===== config.mk =====
export PLATFORM = sky130hd
export DESIGN_NAME = tea_cell
export DESIGN_NICKNAME = d
export VERILOG_FILES = /design/src/rtl/tea_pkg.sv /design/src/rtl/tea_cell.sv
export SDC_FILE = /design/constraint.sdc
export NUM_CORES = 1
export LEC_CHECK = 0
export BUFFER_PORTS_ARGS = -buffer_cell sky130_fd_sc_hd__buf_2
export CELL_PAD_IN_SITES_DETAIL_PLACEMENT = 0
export CELL_PAD_IN_SITES_GLOBAL_PLACEMENT = 2
export CORE_AREA = 2 2 195 197
export CTS_CLUSTER_DIAMETER = 150
export DETAILED_ROUTE_END_ITERATION = 8
export DIE_AREA = 0 0 197 199
export HOLD_SLACK_MARGIN = 0.12
export PLACE_DENSITY = 0.95
export SYNTH_ARGS = -nofsm -noshare
export SYNTH_HDL_FRONTEND = slang
export SYNTH_SLANG_ARGS = --single-unit

===== constraint.sdc =====
create_clock -name aclk -period 12.7 [get_ports aclk]
set_input_delay 0.635 -clock aclk [delete_from_list [all_inputs] [get_ports aclk]]
set_output_delay 0.635 -clock aclk [all_outputs]
set_load 0.1 [all_outputs]

===== src/rtl/tea_pkg.sv =====
// ----------------------------------------------------------------------------
// TEA cipher package
// Shared types and constants for the pipelined TEA block cipher.
// ----------------------------------------------------------------------------
package tea_pkg;

    localparam int unsigned WORD_W    = 32;
    localparam int unsigned ROUNDS    = 32;
    localparam int unsigned CELLS     = 2 * ROUNDS;
    localparam int unsigned KEY_WORDS = 4;
    localparam int unsigned CFG_IDX_W = 2;

    localparam logic [WORD_W-1:0] DELTA = 32'h9e37_79b9;

    typedef logic [WORD_W-1:0] word_t;
    typedef word_t [KEY_WORDS-1:0] key_t;

    typedef enum logic {
        OP_ENCRYPT = 1'b0,
        OP_DECRYPT = 1'b1
    } op_t;

    typedef enum logic [CFG_IDX_W-1:0] {
        REG_KEY_WORD_0 = 2'd0,
        REG_KEY_WORD_1 = 2'd1,
        REG_KEY_WORD_2 = 2'd2,
        REG_KEY_WORD_3 = 2'd3
    } cfg_reg_t;

    // One block in flight through the chain.
    typedef struct packed {
        op_t   op;
        word_t left;
        word_t right;
    } block_t;

    // Round sum seen by round r when encrypting.
    function automatic word_t enc_sum(input int unsigned r);
        return word_t'(DELTA * word_t'(r + 1));
    endfunction

    // Round sum seen by round r when decrypting.
    function automatic word_t dec_sum(input int unsigned r);
        return word_t'(DELTA * word_t'(ROUNDS - r));
    endfunction

endpackage


===== src/rtl/tea_cell.sv =====
// ----------------------------------------------------------------------------
// TEA half-round cell
// Updates one word of the block from the other and passes it on.
// ----------------------------------------------------------------------------
module tea_cell (
    input  logic           aclk,
    input  logic           aresetn,
    input  logic           advance,
    input  logic           phase,
    input  tea_pkg::word_t sum_enc,
    input  tea_pkg::word_t sum_dec,
    input  tea_pkg::key_t  key,
    input  logic           in_valid,
    input  tea_pkg::block_t in_block,
    output logic           out_valid,
    output tea_pkg::block_t out_block
);
    import tea_pkg::*;

    logic   valid_reg;
    block_t block_reg;
    block_t block_next;
    logic   upd_left;
    word_t  src;
    word_t  dst;
    word_t  sum;
    word_t  ka;
    word_t  kb;
    word_t  mixed;
    word_t  res;

    function automatic word_t mix(input word_t v, input word_t s,
                                  input word_t a, input word_t b);
        return ((v << 4) + a) ^ (v + s) ^ ((v >> 5) + b);
    endfunction

    always_comb begin
        // encrypt updates left then right; decrypt undoes right then left
        upd_left   = ~((in_block.op == OP_DECRYPT) ^ phase);
        sum        = (in_block.op == OP_DECRYPT) ? sum_dec : sum_enc;
        src        = upd_left ? in_block.right : in_block.left;
        dst        = upd_left ? in_block.left : in_block.right;
        ka         = upd_left ? key[0] : key[2];
        kb         = upd_left ? key[1] : key[3];
        mixed      = mix(src, sum, ka, kb);
        res        = (in_block.op == OP_DECRYPT) ? dst - mixed : dst + mixed;
        block_next = in_block;
        if (upd_left) begin
            block_next.left = res;
        end else begin
            block_next.right = res;
        end
    end

    always_ff @(posedge aclk) begin
        if (!aresetn) begin
            valid_reg <= 1'b0;
        end else if (advance) begin
            valid_reg <= in_valid;
        end
    end

    always_ff @(posedge aclk) begin
        if (advance) begin
            block_reg <= block_next;
        end
    end

    assign out_valid = valid_reg;
    assign out_block = block_reg;

endmodule


After elaboration in Yosys (flattened, before gate mapping):

Cells that the tools add are included.

* add/sub/neg operators: 5
* $mul: 0
* divide/modulo/power cells: 0
* order comparisons: 0
* equality and inequality tests: 0
* shift-type cells: 0
* muxes and demuxes: 8
* bitwise operators: 3
* reduce and logical (&&, ||, !) cells: 0

Operators by type and width (number)
* $mux 32: 8
* $add 32x32->32: 3
* $xor 32x32->32: 2
* $add 27x32->32: 1
* $sub 32x32->32: 1
* $xor 1x1->1: 1

* flip-flop bits (word level): 66
* latch bits: 0
* RAM bits: 0
* ROM bits: 0
* bits of input ports: 262
* output and inout bits: 66
* word-level logic and storage cells: 20
* memories: 0

Depth between registers and ports, before layout:

Gate-level depths: netlist of run 1.

* depth in word-level cells: 8
* depth in mapped cells: 36
* gate-level depth less buffers: 30

Least setup slack after synthesis of run 1:

No wires, ideal clock.

* path type: input to register
* from: input port phase
* to: register block_reg (netlist bit out_block[31]) (data pin)
* library setup time: 0.265 ns
* arrival time: 7.259 ns
* required time: 12.435 ns
* path slack: 5.176 ns
* stages on the path: 33
* path buffers: 6
* cell sequence: xnor2_2 > buf_4 > buf_1 > clkbuf_1 > clkbuf_1 > nand2_1 > nand2_1 > ha_1 > clkbuf_1 > a21o_1 > a221o_1 > a21oi_1 > o22ai_1 > nor3_2 > xnor2_1 > xnor3_1 > or3_4 > nor3b_4 > nor2_1 > xnor2_1 > ha_1 > clkbuf_1 > a21o_1 > a21oi_1 > o21ai_0 > a311oi_1 > nor3_1 > o31ai_1 > a21oi_1 > o22a_1 > xnor2_1 > xnor2_1 > o211ai_1

RTL lines
* start: declaration: line tea_cell.sv:9 `input logic phase,`
* end signal: assignment: line tea_cell.sv:65 `block_reg <= block_next;`
* end: declaration: line tea_cell.sv:21 `block_t block_reg;`

==> flow_metrics.tcl, run 1 <==
set metrics [dict create \
    synth_fp_nets 1977 \
    route.detailed.vias_per_inst 5.25 \
    initial_core_util_pct 32.6 \
    post_synthesis_sequential_area_ratio_pct 16.3 \
    h-tree-depth 3 \
    timing.final.setup_violations 0 \
    instance_count_after_placement_with_tap_cells_included 2339 \
    overall_routing_resource_usage_pct 21.8 \
    insertion_delay_ns 0.33 \
    row_cnt 71 \
    fin_crit_sh_pct 65.8 \
    clkSinkCount 66 \
    remaining_global_route_overflow 0 \
    path_clk_slew_ns 0.06 \
    finalNonFillerCells 2358 \
    startpoint_type "primary input" \
    dp_area_mm2 0.0141 \
    rsz0062_at_grt "no" \
    mappedNetlistArea_mm2 0.0121 \
    maxSlewHeadroom_pct 42.7 \
    post-cts-setup-buffers 0 \
    drv_cap 0 \
    die_area_mm2 0.0392 \
    switching_share_pct 59.1 \
    tritoncts "done" \
    synth.avg_cell_area_um2 7.59 \
    timing.critical_path.required_ns 12.75 \
    num-fill-cells 3932 \
    buffer_ports.inserted 327 \
    cells_after_synthesis 1595 \
    ys_async_sr_fraction_pct 0 \
    grt_antenna_before_repair 3 \
    hold_path.class "register to register" \
    postCtsHoldBufs 0 \
    max_freq_ghz 0.120 \
    clock_skew_ns 0 \
    vias_post_dr 12400 \
    clk_root_buffer_cell "sky130_fd_sc_hd__clkbuf_16" \
    layout.nets 2258 \
    die_w_um 197 \
    setup-tns-final_ns 0 \
    cp_slowest_stage_delay_ns 0.66 \
    io-pin-count 328 \
    ys_seq_elements 66 \
    cell_class_contributing_the_biggest_share_of_worst_path_delay "compound AO/OA/AOI/OAI gates" \
    syn_to_final_growth_pct 19.3 \
    critPathBufInv 4 \
    drtAntennaViolNets 0 \
    worstPathMaxFanout 69 \
    critical_path.endpoint_type "register" \
    fp.coreArea_mm2 0.0371 \
    first_pass_iters 7 \
    drc_viols 0 \
    die_h_um 199 \
    synth-edff-count 65 \
    grt_pass1_vias 11500 \
    detail_route.iter0.violations 902 \
    share_clk_of_total_power_pct 6.0 \
    yosysUniqueCellTypes 87 \
    hold_viol_final 0 \
    synth_ff_type "sky130_fd_sc_hd__edfxtp_1" \
    combinational_power_share_pct 83.3 \
    outcome "completed" \
    timing.final.crit_period_ns 8.35 \
    grt_pass1_wl_um 65100 \
    cts-resized-gates 0 \
    worstPathArrival_ns 8.41 \
    place.detailed.hpwl_um 37600 \
    gpl.final_weighted_congestion 0.959 \
    timing_worst_slew_pin_value_ns 0.860 \
    tritoncts_buffer_count 9 \
    drt-wirelength-per-cell_um 18.7 \
    leakage_uw 0.00705 \
    final_layout_size_suffix_gt1_share_pct 22.4 \
    design_area_mm2 0.0144 \
    power.ir.vdd_worst_uv 102 \
    layout.cells.most_common_list "410 x sky130_fd_sc_hd__nand2_1, 327 x sky130_fd_sc_hd__buf_2, 140 x sky130_fd_sc_hd__xnor2_1, 118 x sky130_fd_sc_hd__ha_1, 114 x sky130_fd_sc_hd__o21ai_0" \
    critPathSlowestCell "sky130_fd_sc_hd__buf_4" \
    finalMaxSlewViolations 0 \
    cell_internal_pwr_uw 1700 \
    power_per_cell_area_mw_per_mm2 287 \
    drt-total-wl_um 44100 \
    most_frequent_standard_cell_in_the_layout_excluding_fill_and_tap_cells "sky130_fd_sc_hd__nand2_1" \
    grt_max_degree 76 \
    pwr-share-seq_pct 10.8 \
    type_of_the_worst_setup_path "primary input to register" \
    synth_warnings 0 \
    ctsLongestPathBuffers 2 \
    switchingPower_uw 2450 \
]
-- layer usage --
layer / wire length, um / track usage (%) / part of all wire, %
met1: 21900 / 32.4 / 50
met2: 18800 / 33.2 / 43
met3: 2490 / 1.95 / 5.7
met4: 879 / 6.07 / 2.0
met5: 0 / 0 / 0
-- power by group through the flow --
stage          sequential, uW  combinational, uW  clock [uW]
2_1_floorplan            1220               1930           0
3_3_place_gp              451               3410           0
3_5_place_dp              454               3420           0
4_1_cts                   450               3440         254
5_1_grt                   459               3740         261
6_report                  447               3450         247
-- Yosys cell counts, types with 18 or more instances --
cell type / instances / area share, %
sky130_fd_sc_hd__a21o_1: 67 / 4.2
sky130_fd_sc_hd__a21oi_1: 101 / 4.2
sky130_fd_sc_hd__a31oi_1: 21 / 1.1
sky130_fd_sc_hd__clkbuf_1: 53 / 1.6
sky130_fd_sc_hd__edfxtp_1: 65 / 16
sky130_fd_sc_hd__ha_1: 118 / 12
sky130_fd_sc_hd__inv_1: 37 / 1.1
sky130_fd_sc_hd__mux2_2: 31 / 2.9
sky130_fd_sc_hd__mux2i_1: 26 / 2.1
sky130_fd_sc_hd__nand2_1: 410 / 13
sky130_fd_sc_hd__nand3_1: 30 / 1.2
sky130_fd_sc_hd__nand4_1: 18 / 0.93
sky130_fd_sc_hd__nor2_1: 62 / 1.9
sky130_fd_sc_hd__o21ai_0: 114 / 4.7
sky130_fd_sc_hd__xnor2_1: 140 / 10
sky130_fd_sc_hd__xor2_1: 50 / 3.6
-- registers in the layout (all words and copies together), names as in the netlist --
register / count
out_block: 65
out_valid: 1
-- per-stage QoR --
stage | total power (uW) | utilization [%] | hold WS [ns] | setup slack, ns
3_3_place_gp | 3860 | 38.1 | 0.498 | 4.16
5_1_grt | 4460 | 38.9 | 0.527 | 3.55
2_1_floorplan | 3160 | - | 0.734 | 5.18
4_1_cts | 4140 | 38.9 | 0.517 | 4.36
6_report | 4150 | 38.9 | 0.530 | 4.35
3_5_place_dp | 3880 | 38.1 | 0.507 | 4.04
-- cells by family (layout without fill, tap and decap cells) --
group | count (synthesis) | in the layout | synth area share, %
buf+inv | 103 | 389 | 3.40
xor+xnor | 209 | 209 | 17.2
other cells | 0 | 3 | 0
compound gates | 411 | 411 | 21.9
mux | 61 | 61 | 5.70
fa+ha+maj | 124 | 124 | 12.9
simple gates | 621 | 621 | 22.6
flops | 66 | 66 | 16.3
-- final timing paths --
path	to	startpoint	cells past startpoint	slack, ns
worst min register to register	out_valid	out_valid	2	0.53
worst max-delay path	out_block[61]	in_block[64]	31	4.35
worst min-delay path	out_valid	out_valid	2	0.53
worst max register to register	out_valid	out_valid	2	12.10
-- layout make-up --
cell class	count	area, um2	area share, %
multi-input combinational	1426	9740	67.4
sequential	66	1970	13.7
timing repair buffer	335	1700	11.7
tap	474	593	4.11
clock buffer	9	225	1.56
inverter	38	143	0.987
clock inverter	7	68.8	0.476
antenna	3	7.51	0.0520
-- tightest hold or removal path: stages (launching register included) --
cell,delay (ns)
sky130_fd_sc_hd__dfxtp_1,0.31
sky130_fd_sc_hd__mux2i_1,0.12
sky130_fd_sc_hd__nor2b_1,0.06
(Power assumes the default switching activity.)
==> run 2: changes to the inputs <==
--- a/config.mk
+++ b/config.mk
@@ -5,15 +5,16 @@
 export SDC_FILE = /design/constraint.sdc
 export NUM_CORES = 1
 export LEC_CHECK = 0
+export ABC_AREA = 1
 export BUFFER_PORTS_ARGS = -buffer_cell sky130_fd_sc_hd__buf_2
 export CELL_PAD_IN_SITES_DETAIL_PLACEMENT = 0
 export CELL_PAD_IN_SITES_GLOBAL_PLACEMENT = 2
-export CORE_AREA = 2 2 195 197
+export CORE_AREA = 2 2 240 242
 export CTS_CLUSTER_DIAMETER = 150
 export DETAILED_ROUTE_END_ITERATION = 8
-export DIE_AREA = 0 0 197 199
+export DIE_AREA = 0 0 242 244
 export HOLD_SLACK_MARGIN = 0.12
-export PLACE_DENSITY = 0.95
+export PLACE_DENSITY = 0.89
 export SYNTH_ARGS = -nofsm -noshare
 export SYNTH_HDL_FRONTEND = slang
 export SYNTH_SLANG_ARGS = --single-unit
==> constraint.sdc (replaced) <==
create_clock -name aclk -period 6.9 [get_ports aclk]
set_input_delay 0.345 -clock aclk [delete_from_list [all_inputs] [get_ports aclk]]
set_output_delay 0.345 -clock aclk [all_outputs]
set_load 0.1 [all_outputs]
==> run 2 against run 1 <==
Effect of this change:
- via count grew 39%
- combinational power is 44% higher
- cell count is 56% higher
- clock power up 80%
- global-route usage fell by 0.57 points
- utilization fell by 7.0 points
- power rose by 48%
- worst hold slack worse by 0.29 ns
- first-iteration DRC count up 16%
- sequential power rose by 60%
- largest cell class unchanged
- highest routed layer unchanged
==> flow_metrics.tcl, run 2 <==
set metrics [dict create \
    num-fill-cells 6545 \
    synthMostInstantiatedCell "sky130_fd_sc_hd__nand2_1" \
    h-tree-depth 3 \
    post_synthesis_sequential_area_ratio_pct 13.5 \
    post-cts-setup-buffers 0 \
    buffer_ports.inserted 327 \
    ys_async_sr_fraction_pct 0 \
    grt_pass1_wl_um 95400 \
    cell_class_contributing_the_biggest_share_of_worst_path_delay "simple AND/OR/NAND/NOR gates" \
    final_layout_size_suffix_gt1_share_pct 19.2 \
    detail_route.iter0.violations 1050 \
    setup_slack_at_placement_ns -0.0954 \
    fp.coreArea_mm2 0.0562 \
    most_frequent_standard_cell_in_the_layout_excluding_fill_and_tap_cells "sky130_fd_sc_hd__nand2_1" \
    critical_path.endpoint_type "register" \
    tritoncts "done" \
    layout.nets 3300 \
    timing.final.setup_violations 0 \
    layout.cells.most_common_list "1001 x sky130_fd_sc_hd__nand2_1, 327 x sky130_fd_sc_hd__buf_2, 315 x sky130_fd_sc_hd__inv_1, 164 x sky130_fd_sc_hd__nand3_1, 158 x sky130_fd_sc_hd__nor2_1" \
    crit_path_start "in_block[64]" \
    io-pin-count 328 \
    postCtsHoldBufs 0 \
    die_w_um 242 \
    critPathBufInv 7 \
    dp_area_mm2 0.0175 \
    cells_after_synthesis 2565 \
    drt-total-wl_um 64900 \
    instance_count_after_placement_with_tap_cells_included 3663 \
    holdWs_ns 0.240 \
    final_critical_path_setup_slack_ns 0.650 \
    overall_routing_resource_usage_pct 21.2 \
    ys_seq_elements 66 \
    synth-edff-count 65 \
    mappedNetlistArea_mm2 0.0146 \
    synth_ff_type "sky130_fd_sc_hd__edfxtp_1" \
    drv_cap 0 \
    type_of_the_worst_setup_path "primary input to register" \
    first_pass_iters 5 \
    cts-resized-gates 0 \
    worstHoldStart "in_valid" \
    syn_to_final_growth_pct 22.7 \
    maxSlewHeadroom_pct 42.8 \
    path_common_cell "sky130_fd_sc_hd__nand2_1" \
    path_clk_slew_ns 0.06 \
    max_freq_ghz 0.160 \
    ys_top_cells_by_count "1007 x sky130_fd_sc_hd__nand2_1, 315 x sky130_fd_sc_hd__inv_1, 165 x sky130_fd_sc_hd__nand3_1, 164 x sky130_fd_sc_hd__nor2_1, 144 x sky130_fd_sc_hd__o21ai_0" \
    timing.rr.end "out_valid" \
    timing.critical_path.required_ns 7.01 \
    fin_crit_sh_pct 90.6 \
    remaining_global_route_overflow 0 \
    die_area_mm2 0.0590 \
    netlist_top_cells_area "sky130_fd_sc_hd__nand2_1 26%, sky130_fd_sc_hd__edfxtp_1 13%, sky130_fd_sc_hd__ha_1 10%, sky130_fd_sc_hd__inv_1 8.1%, sky130_fd_sc_hd__nand3_1 5.7%" \
    min_path_cells 3 \
    finalNonFillerCells 3680 \
    synth.avg_cell_area_um2 5.69 \
    regArea_mm2 0.00197 \
    worstPathMaxFanout 24 \
    drc_viols 0 \
    die_h_um 244 \
    setup-tns-final_ns 0 \
    drtAntennaViolNets 0 \
    clk_root_buffer_cell "sky130_fd_sc_hd__clkbuf_16" \
    outcome "completed" \
    top_cell_type_s_share_of_synthesized_area_pct 25.9 \
    worst_r2r_path_depth 2 \
    worstPathArrival_ns 6.36 \
    grt_max_degree 68 \
    critPathSlowestCell "sky130_fd_sc_hd__ha_1" \
    startpoint_type "primary input" \
    clkSinkCount 66 \
    ctsLongestPathBuffers 2 \
    synth_warnings 0 \
    hold_viol_final 0 \
    clock_skew_ns 0 \
    grt_pass1_vias 16600 \
    finalMaxSlewViolations 0 \
    yosysUniqueCellTypes 54 \
    place.detailed.hpwl_um 58100 \
    timing.final.crit_period_ns 6.25 \
    setup.reg_to_reg.worst_slack_ns 6.24 \
    max_reg_flops 65 \
    timing_worst_slew_pin_value_ns 0.858 \
    gpl.final_weighted_congestion 0.938 \
    cp_slowest_stage_delay_ns 0.47 \
    leakage_uw 0.00984 \
    multi_input_comb_area_mm2 0.0112 \
    design_area_mm2 0.0179 \
    route.detailed.vias_per_inst 4.69 \
    yosys.area.top_type "sky130_fd_sc_hd__nand2_1" \
    hold_path_sink "out_valid" \
    power_per_cell_area_mw_per_mm2 342 \
    tritoncts_buffer_count 9 \
    power.ir.vdd_worst_uv 287 \
    initial_core_util_pct 26.0 \
    insertion_delay_ns 0.34 \
    grt_antenna_before_repair 2 \
    vias_post_dr 17300 \
    rsz0062_at_grt "no" \
    hold_path.class "primary input to register" \
    drt-wirelength-per-cell_um 17.6 \
    row_cnt 87 \
    synth_fp_nets 2947 \
    worstReg2RegStart "out_valid" \
]
run 2: cell types whose count changed in the layout (fill, tap and decap cells not counted), sizes merged, moves of 53 or more:
cell,change
nand2,+656
inv,+292
nand3,+155
nor2,+120
xnor2,-98
buf,+57
a21o,-53
run 2: logic make-up after synthesis:
logic type                 share of synthesized area, %
muxes                                             0.206
DFF                                                13.5
buffers and inverters                              10.3
AOI/OAI and AO/OA                                  12.9
and+or+nand+nor                                    45.9
xor gates and xnor gates                           6.79
adders and majority gates                          10.4
run 2: worst reg2reg max path, stage by stage, from the launching register on:
cell and delay, ns:
sky130_fd_sc_hd__dfxtp_1 0.30, sky130_fd_sc_hd__o21ai_0 0.16, sky130_fd_sc_hd__a21oi_1 0.06
run 2: how the worst max path moves through the flow:
stage / endpoint / slack [ns] / cells past startpoint
6_report: out_block[63] / 0.65 / 43
5_1_grt: out_block[63] / 0.01 / 46
4_1_cts: out_block[63] / 0.27 / 40
3_5_place_dp: out_block[63] / -0.1 / 40
3_3_place_gp: out_block[31] / -0.21 / 40
2_1_floorplan: out_block[26] / 0.88 / 38
run 2: area by class of cell:
type / count / area share [%]
multi-input cells: 2117 / 62.9
repair buffers: 392 / 12.2
flip-flops and latches: 66 / 11.0
inverters: 332 / 6.99
well taps: 756 / 5.29
clock buffers: 10 / 1.28
clock inverters: 5 / 0.315
diodes: 2 / 0.0280
run 2: power by group:
group / internal, uW / switching [uW]
Clock: 277 / 168
Sequential: 678 / 37.2
Combinational: 1360 / 3600
Total: 2310 / 3810
run 2: metal layers:
metal | share of wire, % | global-route usage (%) | vias to the layer above
met5 | 0 | 0 | -
met4 | 2.7 | 6.23 | 0
met3 | 4.2 | 1.40 | 71
met2 | 47 | 36.4 | 444
met1 | 46 | 28.5 | 7766
li1 | - | - | 8989
run 2: stage by stage:
stage | total power [uW] | util, %
3_5_place_dp | 5640 | 31.1
6_report | 6120 | 31.9
5_1_grt | 6610 | 31.8
2_1_floorplan | 4390 | -
3_3_place_gp | 5660 | 31.1
4_1_cts | 6110 | 31.6
==> run 3: changes to the inputs <==
--- a/config.mk
+++ b/config.mk
@@ -5,14 +5,14 @@
 export SDC_FILE = /design/constraint.sdc
 export NUM_CORES = 1
 export LEC_CHECK = 0
-export ABC_AREA = 1
+export ABC_AREA = 0
 export BUFFER_PORTS_ARGS = -buffer_cell sky130_fd_sc_hd__buf_2
 export CELL_PAD_IN_SITES_DETAIL_PLACEMENT = 0
 export CELL_PAD_IN_SITES_GLOBAL_PLACEMENT = 2
-export CORE_AREA = 2 2 240 242
+export CORE_AREA = 2 2 211 213
 export CTS_CLUSTER_DIAMETER = 150
 export DETAILED_ROUTE_END_ITERATION = 8
-export DIE_AREA = 0 0 242 244
+export DIE_AREA = 0 0 213 215
 export HOLD_SLACK_MARGIN = 0.12
 export PLACE_DENSITY = 0.89
 export SYNTH_ARGS = -nofsm -noshare
==> constraint.sdc (replaced) <==
create_clock -name aclk -period 6.9 [get_ports aclk]
set_input_delay 0.345 -clock aclk [delete_from_list [all_inputs] [get_ports aclk]]
set_output_delay 0.345 -clock aclk [all_outputs]
set_load 0.02 [all_outputs]
==> run 3 against run 2 <==
Effect of this change:
- sequential share of layout area rose by 1.3 points
- largest cell class unchanged
- sequential power rose by 16%
- highest routed layer is now met5
- global-route usage down 0.30 points
- combinational power up 21%
- clock-buffer cell count is 1 lower
- register-to-register slack gained 0.06 ns
- flip-flop and latch count unchanged
- wire length fell by 25%
- critical endpoint is now out_block[31]
- utilization rose by 4.9 points
- maximum frequency fell by 5.1%
==> flow_metrics.tcl, run 3 (synthesis gave the netlist of run 1 again) <==
set metrics [dict create \
    rsz0062_at_grt "no" \
    layout.nets 2427 \
    path_depth 29 \
    detail_route.iter0.violations 930 \
    crit_path_start "in_block[64]" \
    layout.cells.most_common_list "406 x sky130_fd_sc_hd__nand2_1, 325 x sky130_fd_sc_hd__buf_2, 166 x sky130_fd_sc_hd__buf_4, 137 x sky130_fd_sc_hd__xnor2_1, 118 x sky130_fd_sc_hd__ha_1" \
    ctsLongestPathBuffers 2 \
    worstReg2RegStart "out_valid" \
    tritoncts "done" \
    die_h_um 215 \
    clk_root_buffer_cell "sky130_fd_sc_hd__clkbuf_16" \
    grtUsageMet1_pct 30.9 \
    critical_path.endpoint_type "register" \
    io-pin-count 328 \
    grt_pass1_vias 12900 \
    first_pass_iters 5 \
    power_per_cell_area_mw_per_mm2 454 \
    design_area_mm2 0.0161 \
    worstPathMaxFanout 13 \
    finalMaxSlewViolations 0 \
    drt-wirelength-per-cell_um 18.5 \
    route.detailed.vias_per_inst 4.95 \
    timing.critical_path.required_ns 6.99 \
    final_layout_size_suffix_gt1_share_pct 29.5 \
    hold_viol_final 0 \
    die_w_um 213 \
    h-tree-depth 3 \
    busiest_layer "met2" \
    fp.coreArea_mm2 0.0436 \
    timing_worst_slew_pin_value_ns 0.921 \
    power.ir.vdd_worst_uv 198 \
    grt_max_degree 71 \
    global_route.usage.met2_pct 32.4 \
    clock_skew_ns 0 \
    fin_crit_sh_pct 95.4 \
    dp_area_mm2 0.0156 \
    drv_cap 0 \
    hold_path.class "primary input to register" \
    fin_total_pwr_uw 7290 \
    num-fill-cells 4583 \
    worstPathArrival_ns 6.67 \
    multi_input_comb_area_mm2 0.00983 \
    path_clk_slew_ns 0.06 \
    drc_viols 0 \
    critical_path.endpoint "out_block[31]" \
    cell_class_contributing_the_biggest_share_of_worst_path_delay "compound AO/OA/AOI/OAI gates" \
    most_frequent_standard_cell_in_the_layout_excluding_fill_and_tap_cells "sky130_fd_sc_hd__nand2_1" \
    place.detailed.hpwl_um 42600 \
    grt_pass1_wl_um 73000 \
    remaining_global_route_overflow 0 \
    worst_r2r_path_depth 2 \
    timing.final.setup_violations 0 \
    initial_core_util_pct 27.8 \
    cp_slowest_stage_delay_ns 0.50 \
    buffer_ports.inserted 327 \
    timing.final.crit_period_ns 6.58 \
    drt-total-wl_um 48900 \
    tritoncts_buffer_count 9 \
    grt_antenna_before_repair 3 \
    regArea_mm2 0.00197 \
    critPathBufInv 5 \
    type_of_the_worst_setup_path "primary input to register" \
    instance_count_after_placement_with_tap_cells_included 2623 \
    maxSlewHeadroom_pct 38.6 \
    grt.met3_usage_pct 2.27 \
    critPathSlowestCell "sky130_fd_sc_hd__xnor3_1" \
    overall_routing_resource_usage_pct 20.9 \
    leakage_uw 0.00794 \
    outcome "completed" \
    final_critical_path_setup_slack_ns 0.316 \
    die_area_mm2 0.0458 \
    insertion_delay_ns 0.35 \
    startpoint_type "primary input" \
    max_freq_ghz 0.152 \
    gpl.final_weighted_congestion 0.903 \
    row_cnt 77 \
    setup.reg_to_reg.worst_slack_ns 6.30 \
    drtAntennaViolNets 0 \
    max_reg_flops 65 \
    vias_post_dr 13100 \
    syn_to_final_growth_pct 32.6 \
    setup_slack_at_placement_ns -0.134 \
    timing.rr.end "out_valid" \
    finalNonFillerCells 2644 \
    clkSinkCount 66 \
]
[run 3: cell types whose count changed in the layout (fill, tap and decap cells not counted), moves of 53 or more]
cell                      change
sky130_fd_sc_hd__a21o_1      +53
sky130_fd_sc_hd__buf_4      +106
sky130_fd_sc_hd__inv_1      -278
sky130_fd_sc_hd__nand2_1    -595
sky130_fd_sc_hd__nand3_1    -134
sky130_fd_sc_hd__nor2_1      -96
sky130_fd_sc_hd__xnor2_1     +94
[run 3: timing repair]
item | in CTS | in global routing
buffers inserted | 0 | 2
hold buffers | 0 | 0
endpoints found under the setup margin | 0 | 10
resized for setup | 0 | 22
[run 3: how the worst min path moves through the flow]
stage               cells past startpoint  slack (ns)          from             to
floorplan                               0        0.44  in_block[64]  out_block[64]
global placement                        2        0.50     out_valid      out_valid
detailed placement                      2        0.51     out_valid      out_valid
CTS                                     2        0.21       aresetn      out_valid
global route                            2        0.26       aresetn      out_valid
finish                                  2        0.22       aresetn      out_valid
[run 3: metal layers]
metal  part of all wire [%]  wire length [um]  vias to the layer above
li1                       -                 -                     6571
met2                     43             21300                      355
met5                  0.035                17                        -
met1                     50             24200                     6118
met4                    1.5               734                        2
met3                    5.4              2660                       40
[run 3: final cells by class]
class | instances | area share, %
sequential | 66 | 12.3
clock inverter | 7 | 0.483
inverter | 38 | 0.888
clock buffer | 9 | 1.40
antenna | 2 | 0.0312
multi-input combinational | 1427 | 61.2
timing repair buffer | 503 | 19.1
tap | 592 | 4.61
[run 3: where the power goes]
part | internal, uW | total [uW] | switching [uW]
Sequential | 773 | 830 | 57.0
Clock | 282 | 478 | 196
Combinational | 2680 | 5980 | 3300
[run 3: worst reg2reg max path, stage by stage (launching register included)]
cell,delay [ns]
sky130_fd_sc_hd__dfxtp_1,0.31
sky130_fd_sc_hd__mux2i_1,0.12
sky130_fd_sc_hd__nor2b_1,0.06
[run 3: per-stage QoR]
step                      TNS, ns  hold slack (ns)  util (%)
after detailed placement   -0.330            0.515      35.8
final                           0            0.223      36.8
after CTS                       0            0.209      36.5
after floorplan                 0            0.444         -
after global placement          0            0.497      35.8
after global routing            0            0.256      36.8
